===== src/sv/chsq_pkg.sv =====
package chsq_pkg;

  localparam int BIN_BITS_DEF      = 16;
  localparam int FRACTION_BITS_DEF = 16;
  localparam int SUM_BITS_DEF      = 48;
  localparam int QUEUE_DEPTH_DEF   = 2;

  // Bits of one work-queue entry: {last, zero, den, diff}.
  function automatic int entry_bits(input int bin_bits);
    return 2 * bin_bits + 3;
  endfunction

endpackage


===== src/sv/chsq_fifo.sv =====
module chsq_fifo #(
  parameter int WIDTH = 8,
  parameter int DEPTH = 2
) (
  input  logic             clk,
  input  logic             rst_n,
  input  logic             push,
  input  logic [WIDTH-1:0] push_data,
  output logic             full,
  input  logic             pop,
  output logic [WIDTH-1:0] pop_data,
  output logic             empty
);
  localparam int PW = (DEPTH > 1) ? $clog2(DEPTH) : 1;
  localparam int CW = $clog2(DEPTH + 1);

  logic [WIDTH-1:0] mem_r [DEPTH];
  logic [PW-1:0]    wr_ptr_r, wr_ptr_nxt;
  logic [PW-1:0]    rd_ptr_r, rd_ptr_nxt;
  logic [CW-1:0]    count_r, count_nxt;
  logic             do_push, do_pop;

  assign full     = (count_r == CW'(DEPTH));
  assign empty    = (count_r == '0);
  assign do_push  = push && !full;
  assign do_pop   = pop && !empty;
  assign pop_data = mem_r[rd_ptr_r];

  always_comb begin
    wr_ptr_nxt = wr_ptr_r;
    rd_ptr_nxt = rd_ptr_r;
    count_nxt  = count_r;
    if (do_push) begin
      wr_ptr_nxt = (wr_ptr_r == PW'(DEPTH - 1)) ? '0 : wr_ptr_r + 1'b1;
    end
    if (do_pop) begin
      rd_ptr_nxt = (rd_ptr_r == PW'(DEPTH - 1)) ? '0 : rd_ptr_r + 1'b1;
    end
    case ({do_push, do_pop})
      2'b10:   count_nxt = count_r + 1'b1;
      2'b01:   count_nxt = count_r - 1'b1;
      default: count_nxt = count_r;
    endcase
  end

  always_ff @(posedge clk) begin
    if (!rst_n) begin
      wr_ptr_r <= '0;
      rd_ptr_r <= '0;
      count_r  <= '0;
    end else begin
      wr_ptr_r <= wr_ptr_nxt;
      rd_ptr_r <= rd_ptr_nxt;
      count_r  <= count_nxt;
    end
  end

  always_ff @(posedge clk) begin
    if (do_push) begin
      mem_r[wr_ptr_r] <= push_data;
    end
  end

endmodule


===== src/sv/chsq_front.sv =====
module chsq_front #(
  parameter int BIN_BITS = chsq_pkg::BIN_BITS_DEF
) (
  input  logic                                     in_push,
  input  logic [BIN_BITS-1:0]                      in_first_bin,
  input  logic [BIN_BITS-1:0]                      in_second_bin,
  input  logic                                     in_last_pair,
  input  logic                                     q_full,
  output logic                                     q_push,
  output logic [chsq_pkg::entry_bits(BIN_BITS)-1:0] q_data
);
  import chsq_pkg::*;

  logic [BIN_BITS-1:0] diff;
  logic [BIN_BITS:0]   den;
  logic                zero;

  assign diff = (in_first_bin >= in_second_bin) ? (in_first_bin - in_second_bin)
                                                : (in_second_bin - in_first_bin);
  assign den  = {1'b0, in_first_bin} + {1'b0, in_second_bin};
  // only an all-zero pair has a zero denominator; its term is zero
  assign zero = ~|{in_first_bin, in_second_bin};

  assign q_push = in_push && !q_full;
  assign q_data = {in_last_pair, zero, den, diff};

endmodule


===== src/sv/chsq_back.sv =====
module chsq_back #(
  parameter int BIN_BITS      = chsq_pkg::BIN_BITS_DEF,
  parameter int FRACTION_BITS = chsq_pkg::FRACTION_BITS_DEF,
  parameter int SUM_BITS      = chsq_pkg::SUM_BITS_DEF
) (
  input  logic                                     clk,
  input  logic                                     rst_n,
  input  logic                                     q_empty,
  input  logic [chsq_pkg::entry_bits(BIN_BITS)-1:0] q_data,
  output logic                                     q_pop,
  input  logic                                     out_full,
  output logic                                     res_push,
  output logic [SUM_BITS-1:0]                      res_data
);
  import chsq_pkg::*;

  localparam int B  = BIN_BITS;
  localparam int Q  = BIN_BITS + FRACTION_BITS;
  localparam int RW = BIN_BITS + 2;
  localparam int PW = 2 * BIN_BITS;
  localparam int CW = $clog2(Q);
  localparam int AW = ((Q > SUM_BITS) ? Q : SUM_BITS) + 1;

  typedef enum logic [3:0] {
    S_IDLE   = 4'b0001,
    S_SQUARE = 4'b0010,
    S_DIV    = 4'b0100,
    S_ACC    = 4'b1000
  } state_t;

  state_t              state_r, state_nxt;
  logic                out_pend_r, out_pend_nxt;
  logic [B-1:0]        diff_r, diff_nxt;
  logic [B:0]          den_r, den_nxt;
  logic                zero_r, zero_nxt;
  logic                last_r, last_nxt;
  logic [RW-1:0]       rem_r, rem_nxt;
  logic [Q-1:0]        sh_r, sh_nxt;
  logic [CW-1:0]       cnt_r, cnt_nxt;
  logic [SUM_BITS-1:0] sum_r, sum_nxt;
  logic                sat_r, sat_nxt;

  logic [PW-1:0]       prod;
  logic [RW-1:0]       trial;
  logic                ge;
  logic [AW-1:0]       sum_ext;
  logic                over;

  assign prod    = PW'(diff_r) * PW'(diff_r);
  assign trial   = {rem_r[RW-2:0], sh_r[Q-1]};
  assign ge      = (trial >= RW'(den_r));
  assign sum_ext = AW'(sum_r) + AW'(sh_r);
  assign over    = (sum_ext > AW'({SUM_BITS{1'b1}}));

  assign q_pop    = (state_r == S_IDLE) && !out_pend_r && !q_empty;
  assign res_push = out_pend_r && !out_full;
  assign res_data = {sat_r, sum_r[SUM_BITS-1:1]};

  always_comb begin
    state_nxt    = state_r;
    out_pend_nxt = out_pend_r;
    diff_nxt     = diff_r;
    den_nxt      = den_r;
    zero_nxt     = zero_r;
    last_nxt     = last_r;
    rem_nxt      = rem_r;
    sh_nxt       = sh_r;
    cnt_nxt      = cnt_r;
    sum_nxt      = sum_r;
    sat_nxt      = sat_r;
    unique case (state_r)
      S_IDLE: begin
        if (res_push) begin
          out_pend_nxt = 1'b0;
          sum_nxt      = '0;
          sat_nxt      = 1'b0;
        end
        if (q_pop) begin
          {last_nxt, zero_nxt, den_nxt, diff_nxt} = q_data;
          state_nxt = S_SQUARE;
        end
      end
      S_SQUARE: begin
        // quotient stays below 2^Q, so the top bits of the dividend
        // already form a partial remainder below the denominator
        rem_nxt = RW'(prod >> B);
        sh_nxt  = Q'(prod[B-1:0]) << FRACTION_BITS;
        cnt_nxt = CW'(Q - 1);
        if (zero_r) begin
          sh_nxt    = '0;
          state_nxt = S_ACC;
        end else begin
          state_nxt = S_DIV;
        end
      end
      S_DIV: begin
        rem_nxt = ge ? (trial - RW'(den_r)) : trial;
        sh_nxt  = {sh_r[Q-2:0], ge};
        cnt_nxt = cnt_r - 1'b1;
        if (cnt_r == '0) begin
          state_nxt = S_ACC;
        end
      end
      S_ACC: begin
        if (over) begin
          sum_nxt = '1;
          sat_nxt = 1'b1;
        end else begin
          sum_nxt = sum_ext[SUM_BITS-1:0];
        end
        out_pend_nxt = last_r;
        state_nxt    = S_IDLE;
      end
      default: state_nxt = S_IDLE;
    endcase
  end

  always_ff @(posedge clk) begin
    if (!rst_n) begin
      state_r    <= S_IDLE;
      out_pend_r <= 1'b0;
      sum_r      <= '0;
      sat_r      <= 1'b0;
    end else begin
      state_r    <= state_nxt;
      out_pend_r <= out_pend_nxt;
      sum_r      <= sum_nxt;
      sat_r      <= sat_nxt;
    end
  end

  always_ff @(posedge clk) begin
    diff_r <= diff_nxt;
    den_r  <= den_nxt;
    zero_r <= zero_nxt;
    last_r <= last_nxt;
    rem_r  <= rem_nxt;
    sh_r   <= sh_nxt;
    cnt_r  <= cnt_nxt;
  end

`ifndef SYNTHESIS
  a_div_exit: assert property (@(posedge clk) disable iff (!rst_n)
    (state_r == S_DIV) |=> (state_r == S_DIV || state_r == S_ACC))
    else $error("divider left to an unexpected state");

  a_rem_below_den: assert property (@(posedge clk) disable iff (!rst_n)
    (state_r == S_DIV) |-> (rem_r < RW'(den_r)))
    else $error("partial remainder not below denominator");

  a_sat_holds_max: assert property (@(posedge clk) disable iff (!rst_n)
    (state_r == S_ACC && over) |=> (sum_r == {SUM_BITS{1'b1}} && sat_r))
    else $error("saturating add did not clamp");

  a_no_pop_pending: assert property (@(posedge clk) disable iff (!rst_n)
    out_pend_r |-> !q_pop)
    else $error("new request taken while a result is pending");
`endif

endmodule


===== src/sv/chi_squared_histogram_distance_unit.sv =====
// Chi-squared histogram distance. Each request on the input queue carries one bin of
// each histogram; the term (a-b)^2/(a+b) is formed by floor division with
// FRACTION_BITS fractional bits (an all-zero pair adds nothing) and summed into a
// saturating SUM_BITS accumulator. The request marked last_pair yields one result:
// half the sum in the same fixed-point format, plus a flag telling whether the sum
// saturated; the accumulator then clears. Each pair is squared, divided by the
// restoring divider in the back end at one quotient bit per cycle, and accumulated;
// an all-zero pair skips the divider. A new pair is taken only once the last is done;
// a last_pair first hands its result on, waiting while the result queue is full. A
// two-entry queue on each side keeps input and result ports running during division.
module chi_squared_histogram_distance_unit #(
  parameter int BIN_BITS      = chsq_pkg::BIN_BITS_DEF,
  parameter int FRACTION_BITS = chsq_pkg::FRACTION_BITS_DEF,
  parameter int SUM_BITS      = chsq_pkg::SUM_BITS_DEF
) (
  input  logic                clk,
  input  logic                rst_n,
  input  logic                in_push,
  output logic                in_full,
  input  logic [BIN_BITS-1:0] in_first_bin,
  input  logic [BIN_BITS-1:0] in_second_bin,
  input  logic                in_last_pair,
  output logic                out_empty,
  input  logic                out_pop,
  output logic [SUM_BITS-2:0] out_distance,
  output logic                out_saturated
);
  import chsq_pkg::*;

  localparam int EW = entry_bits(BIN_BITS);

  logic                q_push, q_full, q_pop, q_empty;
  logic [EW-1:0]       q_wdata, q_rdata;
  logic                res_push, res_full;
  logic [SUM_BITS-1:0] res_wdata, res_rdata;

  chsq_front #(
    .BIN_BITS(BIN_BITS)
  ) u_front (
    .in_push      (in_push),
    .in_first_bin (in_first_bin),
    .in_second_bin(in_second_bin),
    .in_last_pair (in_last_pair),
    .q_full       (q_full),
    .q_push       (q_push),
    .q_data       (q_wdata)
  );

  chsq_fifo #(
    .WIDTH(EW),
    .DEPTH(QUEUE_DEPTH_DEF)
  ) u_work_q (
    .clk      (clk),
    .rst_n    (rst_n),
    .push     (q_push),
    .push_data(q_wdata),
    .full     (q_full),
    .pop      (q_pop),
    .pop_data (q_rdata),
    .empty    (q_empty)
  );

  chsq_back #(
    .BIN_BITS     (BIN_BITS),
    .FRACTION_BITS(FRACTION_BITS),
    .SUM_BITS     (SUM_BITS)
  ) u_back (
    .clk     (clk),
    .rst_n   (rst_n),
    .q_empty (q_empty),
    .q_data  (q_rdata),
    .q_pop   (q_pop),
    .out_full(res_full),
    .res_push(res_push),
    .res_data(res_wdata)
  );

  chsq_fifo #(
    .WIDTH(SUM_BITS),
    .DEPTH(QUEUE_DEPTH_DEF)
  ) u_result_q (
    .clk      (clk),
    .rst_n    (rst_n),
    .push     (res_push),
    .push_data(res_wdata),
    .full     (res_full),
    .pop      (out_pop),
    .pop_data (res_rdata),
    .empty    (out_empty)
  );

  assign in_full       = q_full;
  assign out_distance  = res_rdata[SUM_BITS-2:0];
  assign out_saturated = res_rdata[SUM_BITS-1];

endmodule

===== config.mk =====
export PLATFORM = sky130hd
export DESIGN_NAME = chi_squared_histogram_distance_unit
export DESIGN_NICKNAME = d
export VERILOG_FILES = /design/src/sv/chsq_pkg.sv /design/src/sv/chsq_fifo.sv /design/src/sv/chsq_front.sv /design/src/sv/chsq_back.sv /design/src/sv/chi_squared_histogram_distance_unit.sv
export SDC_FILE = /design/constraint.sdc
export NUM_CORES = 1
export LEC_CHECK = 0
export ABC_AREA = 1
export BUFFER_PORTS_ARGS = -buffer_cell sky130_fd_sc_hd__buf_2
export CELL_PAD_IN_SITES_DETAIL_PLACEMENT = 0
export CELL_PAD_IN_SITES_GLOBAL_PLACEMENT = 2
export CORE_MARGIN = 3
export CORE_UTILIZATION = 39
export DETAILED_ROUTE_END_ITERATION = 10
export GPL_TIMING_DRIVEN = 0
export PLACE_DENSITY = 0.92
export SYNTH_ARGS = -nofsm -noshare
export SYNTH_HDL_FRONTEND = slang
export SYNTH_SLANG_ARGS = --single-unit

===== constraint.sdc =====
create_clock -name clk -period 7.3 [get_ports clk]
set_input_delay 1.095 -clock clk [delete_from_list [all_inputs] [get_ports clk]]
set_output_delay 1.095 -clock clk [all_outputs]
set_load 0.02 [all_outputs]

==> out/metrics.yaml, run 1 <==
grt_pass1_vias: 20950
gr-total-overflow: 0
hold_depth: 1
dieHeight_um: 266.4
cp_slowest_stage_delay_ps: 620
worstPathArrival_ps: 7340
outcome: "finished, final reports clean"
maxCapViolCount: 0
critPathBufInv: 5
yosysWarnings: 0
area_growth_pct: 10.88
fillers: 6797
io_pins: 87
crit_family: "adder cells"
top_usage_layer: "met2"
path_common_cell: "fa_1"
row_count: 94
gp_congestion: 0.9066
crit_path_start_kind: "register"
syn-cell-area_sq_um: 26440
rr_worst_depth: 23
slowest_stage: "fa_1"
ys_async_sr_fraction_pct: 0
post-route-drc-count: 0
use_met2_pct: 36.96
avgSynthCellArea_sq_um: 8.074
synth_ff_type: "edfxtp_1"
ant_nets: 0
finalWorstSetupSlack_ps: 261.0
grt_pass1_wl_um: 116800
seq_area_sq_um: 8828
drt_wl_total_um: 74070
antenna_found_initial: 0
wl_per_cell_um: 17.25
synthesis.nets: 3681
relSlewSlack_pct: 15.88
dr.pass1.iters: 5
required_ps: 7600
via_per_inst: 4.821
cts.sinks: 315
vias: 20700
synth_edf_count: 252
maxSlewViolCount: 0
hold_ws_ps: 451.1
fin_crit_ps: 7039
drt_iter0_markers: 1245
mostFrequentLayoutCells: "907 x nand2_1, 660 x inv_1, 252 x edfxtp_1"
grt_start_max_net_pins: 57
fin_worst_skew_ps: 23.60
ys_seq_area_share_pct: 33.39
hold_viol: 0
nets: 3808
rsz0062_at_grt: "true"
crit_fanout: 10
final_common_cell: "nand2_1"
cts_root_buffer: "clkbuf_16"
synth_cells: 3275
dp_hpwl_um: 60810
cp.depth: 23
worst_pin_slew_ps: 1260
synth_cell_type_count: 51
path_clk_slew_ps: 60
crit_type: "register to register"
cts_buffers: 36
ctsHtreeMaxLevel: 2
final_util_pct: 44.12
multiInputGateArea_sq_um: 14720
n_antenna_cell: 0
tns_ps: 0
cts.path.max_buffers: 3
floorplan.initialDensity_pct: 39.79
max_freq_mhz: 142.1
drive_gt1_share_pct: 8.338
clock_latency_ps: 560
crit_chain: "clkbuf_1 -> clkbuf_2 -> nand2_1 -> fa_1 -> inv_1 -> fa_1 -> fa_1 -> fa_1 -> fa_1 -> inv_1 -> fa_1 -> inv_1 -> ha_1 -> a21oi_1 -> o21a_1 -> nor2_1 -> nor2_1 -> nand3_1 -> nand2_1 -> nand2_1 -> or2_2 -> nand3_1 -> nand2_1"
grtUsageTotal_pct: 21.19
use_met1_pct: 27.72
die_area_sq_um: 70960
port_buffers: 85
die_width_um: 266.4
ys_ff_latch: 315
finalCritPeriodShare_pct: 96.42
post-place-ws_ps: 60.46
end_kind: "register"
finalSetupViolCount: 0
grt_use_met3_pct: 2.424
cts_tree: "done"
coreArea_sq_um: 66450
hold_class: "register to register"
-- flip-flops by register name (all words and copies together) (netlist names), named ones only --
signal               flops
u_back.cnt_r             5
u_back.den_r            17
u_back.diff_r           15
u_back.last_r            1
u_back.out_pend_r        1
u_back.rem_r            17
u_back.sat_r             1
u_back.sh_r             32
u_back.state_r           4
u_back.sum_r            48
u_back.zero_r            1
u_result_q.count_r       2
u_result_q.mem_r        96
u_result_q.rd_ptr_r      1
u_result_q.wr_ptr_r      1
u_work_q.count_r         2
u_work_q.mem_r          68
u_work_q.rd_ptr_r        1
u_work_q.wr_ptr_r        1
-- path summary, 6_finish.rpt --
path | to | slack (ps) | from
worst max register to register | u_back.rem_r[11] | 260 | u_back.diff_r[4]
worst min-delay path | u_result_q.rd_ptr_r | 450 | u_result_q.rd_ptr_r
worst min register to register | u_result_q.rd_ptr_r | 450 | u_result_q.rd_ptr_r
worst max-delay path | u_back.rem_r[11] | 260 | u_back.diff_r[4]
-- timing repair --
item / in CTS / in global routing
gates resized for setup: 0 / 16
hold endpoints to repair: 0 / 0
hold buffers: 0 / 0
setup endpoints to repair: 0 / 6
buffers inserted: 0 / 0
-- final cells by class --
type | count | share of cell area (%)
inverters | 669 | 8.564
clock buffers | 40 | 3.124
repair buffers | 89 | 1.724
clock inverters | 26 | 1.118
plain buffers | 87 | 1.481
flip-flops and latches | 315 | 30.11
well taps | 864 | 3.687
multi-input cells | 2204 | 50.19
-- stage by stage --
stage	area (sq um)	cells
after floorplan	26440	3275
after global placement	27950	4224
after detailed placement	28070	4228
after CTS	29310	4294
after global routing	29320	4294
final	29320	4294
-- per-layer routing --
| metal | vias to the layer above | part of all wire [%] |
|---|---|---|
| li1 | 10530 | - |
| met1 | 9661 | 45 |
| met2 | 403 | 48 |
| met3 | 109 | 4.1 |
| met4 | 0 | 3.1 |
| met5 | - | 0 |
-- cell usage after synthesis (3+ instances only) --
cell / number / share of area, %
nand2_1: 908 / 13
inv_1: 660 / 9.4
edfxtp_1: 252 / 29
nor2_1: 228 / 3.2
ha_1: 200 / 9.5
a21oi_1: 180 / 3.4
fa_1: 169 / 13
nand3_1: 106 / 2.0
o21ai_0: 101 / 1.9
dfxtp_1: 63 / 4.8
clkbuf_1: 57 / 0.81
xor2_1: 55 / 1.8
mux2_2: 49 / 2.1
xnor2_1: 33 / 1.1
nand4_1: 27 / 0.64
nor3_1: 21 / 0.40
o21bai_1: 21 / 0.60
nand3_2: 13 / 0.49
a21o_1: 11 / 0.31
or2_2: 11 / 0.26
buf_2: 9 / 0.17
buf_4: 9 / 0.26
nor4_1: 9 / 0.21
o211ai_1: 9 / 0.26
nand2_2: 8 / 0.19
buf_6: 7 / 0.30
inv_2: 7 / 0.099
nand3b_1: 6 / 0.17
a21boi_0: 5 / 0.14
buf_1: 5 / 0.071
and2_1: 4 / 0.095
o31ai_1: 4 / 0.11
nor3_4: 3 / 0.18
-- logic make-up (layout without fill, tap and decap cells) --
family                     count (synthesis)  after routing  share of synthesized area, %
and+or+nand+nor                         1350           1350                         20.99
buffers and inverters                    756            911                         11.10
adders and majority gates                369            369                         22.26
AOI/OAI and AO/OA                        347            347                         7.225
DFF                                      315            315                         33.39
xor gates and xnor gates                  88             88                         2.915
muxes                                     50             50                         2.125
Power of run 1 is left out: the tool's default activity adds up to more than one toggle a clock period on the data nets, which glitch-free logic cannot reach.
==> inputs of run 2 (changes only) <==
--- a/config.mk
+++ b/config.mk
@@ -9,11 +9,12 @@
 export BUFFER_PORTS_ARGS = -buffer_cell sky130_fd_sc_hd__buf_2
 export CELL_PAD_IN_SITES_DETAIL_PLACEMENT = 0
 export CELL_PAD_IN_SITES_GLOBAL_PLACEMENT = 2
-export CORE_MARGIN = 3
-export CORE_UTILIZATION = 39
+export CORE_MARGIN = 2
+export CORE_UTILIZATION = 36
 export DETAILED_ROUTE_END_ITERATION = 10
 export GPL_TIMING_DRIVEN = 0
-export PLACE_DENSITY = 0.92
+export PLACE_DENSITY = 0.89
 export SYNTH_ARGS = -nofsm -noshare
 export SYNTH_HDL_FRONTEND = slang
+export SYNTH_HIERARCHICAL = 1
 export SYNTH_SLANG_ARGS = --single-unit
==> constraint.sdc (replaced) <==
create_clock -name clk -period 6.4 [get_ports clk]
set_input_delay 0.96 -clock clk [delete_from_list [all_inputs] [get_ports clk]]
set_output_delay 0.96 -clock clk [all_outputs]
set_load 0.02 [all_outputs]
==> out/metrics.yaml, run 2 <==
outcome: "finished, final reports clean"  # unchanged
fin_cells: 4634  # was 4294
row_count: 102  # was 94
finalCritPeriodShare_pct: 95.63  # was 96.42%
netlist.area_leader.share_pct: 27.45  # was 28.62%
ctsHtreeMaxLevel: 2  # unchanged
synth_cells: 3425  # was 3275
finalSetupViolCount: 0  # unchanged
coreArea_sq_um: 77080  # was 66450 sq um
yosysTopAreaCell: "edfxtp_1"  # unchanged
clock_latency_ps: 560  # about the same
worst_pin_slew_ps: 760.7  # was 1260 ps
worstPathArrival_ps: 6420  # was 7340 ps
ant_nets: 0  # unchanged
gr-total-overflow: 0  # unchanged
max_freq_mhz: 163.4  # was 142.1 MHz
post-place-ws_ps: -883.0  # was 60.46 ps
ys_top_cells_by_area: "edfxtp_1 27%, nand2_1 13%, fa_1 12%, inv_1 9.4%, ha_1 9.1%"  # was edfxtp_1 29%, nand2_1 13%, fa_1 13%, ha_1 9.5%, inv_1 9.4%
drive_gt1_share_pct: 13.22  # was 8.338%
hold_class: "register to register"  # unchanged
antenna_found_initial: 0  # unchanged
fin_crit_ps: 6121  # was 7039 ps
maxCapViolCount: 0  # unchanged
drt_iter0_markers: 1126  # was 1245
critPathBufInv: 9  # was 5
cts.path.max_buffers: 3  # unchanged
ys_seq_area_share_pct: 32.05  # was 33.39%
via_per_inst: 4.647  # was 4.821
grt_start_max_net_pins: 41  # was 57
required_ps: 6700  # was 7600 ps
drt_wl_total_um: 73490  # was 74070 um
gp_congestion: 0.8869  # was 0.9066
fin_worst_skew_ps: 22.16  # was 23.60 ps
area_growth_pct: 11.77  # was 10.88%
synth_edf_count: 255  # was 252
hold_viol: 0  # unchanged
grt_pass1_wl_um: 116100  # was 116800 um
cts_root_buffer: "clkbuf_16"  # unchanged
cts_tree: "done"  # unchanged
hold_ws_ps: 472.4  # was 451.1 ps
place_area_sq_um: 29740  # was 28070 sq um
vias: 21540  # was 20700
dieHeight_um: 282.4  # was 266.4 um
crit_family: "adder cells"  # unchanged
wl_per_cell_um: 15.86  # was 17.25 um
top_regs: "u_result_q/mem_r: 96 flops, u_work_q/mem_r: 70 flops, u_back/sum_r: 48 flops"  # was u_result_q.mem_r: 96 flops, u_work_q.mem_r: 68 flops, u_back.sum_r: 48 flops
path_common_cell: "inv_1"  # was fa_1
synth_cell_type_count: 47  # was 51
final_common_cell: "nand2_1"  # unchanged
synthesis.nets: 3833  # was 3681
path_clk_slew_ps: 60  # about the same
synth_common_cells: "936 x nand2_1, 701 x inv_1, 255 x edfxtp_1, 207 x nor2_1, 202 x ha_1"  # was 908 x nand2_1, 660 x inv_1, 252 x edfxtp_1, 228 x nor2_1, 200 x ha_1
yosysWarnings: 6  # was 0
nets: 3977  # was 3808
synth_ff_type: "edfxtp_1"  # unchanged
floorplan.initialDensity_pct: 36.19  # was 39.79%
dp_hpwl_um: 60040  # was 60810 um
cts.sinks: 319  # was 315
maxSlewViolCount: 0  # unchanged
yosysMostFrequentCell: "nand2_1"  # unchanged
die_area_sq_um: 79720  # was 70960 sq um
end_kind: "register"  # unchanged
crit_type: "register to register"  # unchanged
post-route-drc-count: 0  # unchanged
n_antenna_cell: 0  # unchanged
dr.pass1.iters: 5  # unchanged
finalWorstSetupSlack_ps: 279.4  # was 261.0 ps
cts_buffers: 35  # was 36
ys_ff_latch: 319  # was 315
mostFrequentLayoutCells: "933 x nand2_1, 697 x inv_1, 255 x edfxtp_1"  # was 907 x nand2_1, 660 x inv_1, 252 x edfxtp_1
grt_pass1_vias: 21480  # was 20950
cp_slowest_stage_delay_ps: 570  # was 620 ps
ys_async_sr_fraction_pct: 0  # unchanged
crit_fanout: 8  # was 10
relSlewSlack_pct: 49.01  # was 15.88%
dp.cells: 4556  # was 4228
max_flop_register: "u_result_q/mem_r"  # was u_result_q.mem_r
rsz0062_at_grt: "false"  # was true
stdcell_area_sq_um: 31170  # was 29320 sq um
largest_register_ffs: 96  # unchanged
slowest_stage: "edfxtp_1"  # was fa_1
avgSynthCellArea_sq_um: 8.144  # was 8.074 sq um
io_pins: 87  # unchanged
port_buffers: 85  # unchanged
die_width_um: 282.4  # was 266.4 um
syn-cell-area_sq_um: 27890  # was 26440 sq um
grtUsageTotal_pct: 18.65  # was 21.19%
crit_path_start_kind: "register"  # unchanged
run 2: changes by cell type after synthesis, sizes merged, moves of 13 or more:
| cell | before | now |
|---|---|---|
| nand2 | 917 | 961 |
| xor2 | 55 | 40 |
| inv | 667 | 717 |
| buf | 30 | 96 |
| nand3 | 120 | 178 |
| nor2 | 230 | 217 |
| mux2 | 49 | 84 |
| clkbuf | 57 | 39 |
| o21ai | 103 | 76 |
| a21oi | 182 | 154 |
run 2: final cells by class:
cell class	instances	area, sq um
Clock inverter	12	125.1
Tap cell	1040	1301
Buffer	126	957.2
Inverter	717	2691
Sequential cell	319	8939
Clock buffer	50	962.2
Multi-Input combinational cell	2254	15460
Timing Repair Buffer	116	740.7
Fill cell	8063	45910
run 2: path summary, 6_finish.rpt:
| kind | start | end | slack (ps) | cells after the start |
|---|---|---|---|---|
| hold / removal | u_back/sum_r[0] | u_back/sum_r[0] | 470 | 2 |
| setup / recovery | u_back/diff_r[10] | u_back/rem_r[8] | 280 | 25 |
| hold reg to reg | u_back/sum_r[0] | u_back/sum_r[0] | 470 | 2 |
| setup reg to reg | u_back/diff_r[10] | u_back/rem_r[8] | 280 | 25 |
run 2: cells by family (layout without fill, tap and decap cells):
logic type,count (synthesis),after routing,synth area share [%]
and+or+nand+nor,1445,1445,21.75
buffers and inverters,852,1021,12.83
adders and majority gates,371,371,21.19
DFF,319,319,32.05
AOI/OAI and AO/OA,277,277,5.697
muxes,84,84,4.064
xor gates and xnor gates,77,77,2.418
run 2: what timing repair did:
item,in CTS,in global routing
hold buffers,0,0
pin swaps,0,2
hold endpoints to repair,0,0
setup buffers,11,13
gates resized for setup,34,45
setup endpoints to repair,20,15
run 2: tightest hold or removal path, stage by stage, from the launching register on:
cell	delay, ps
dfxtp_1	310
nand2_1	60
a21oi_1	50
run 2: stage by stage:
step / utilization, % / TNS (ps)
6_report: 40.44 / 0
5_1_grt: 40.44 / 0
4_1_cts: 40.16 / 0
3_5_place_dp: 38.58 / -11110
3_3_place_gp: 38.43 / -11240
2_1_floorplan: - / 0
run 2: routing by layer:
layer / global-route usage, % / vias up / share of wire, %
met2: 33.63 / 325 / 50
met3: 2.214 / 76 / 3.7
li1: - / 10950 / -
met5: 0 / - / 0
met1: 23.78 / 10190 / 44
met4: 4.219 / 0 / 1.9
Power of run 2 is left out for the same reason.
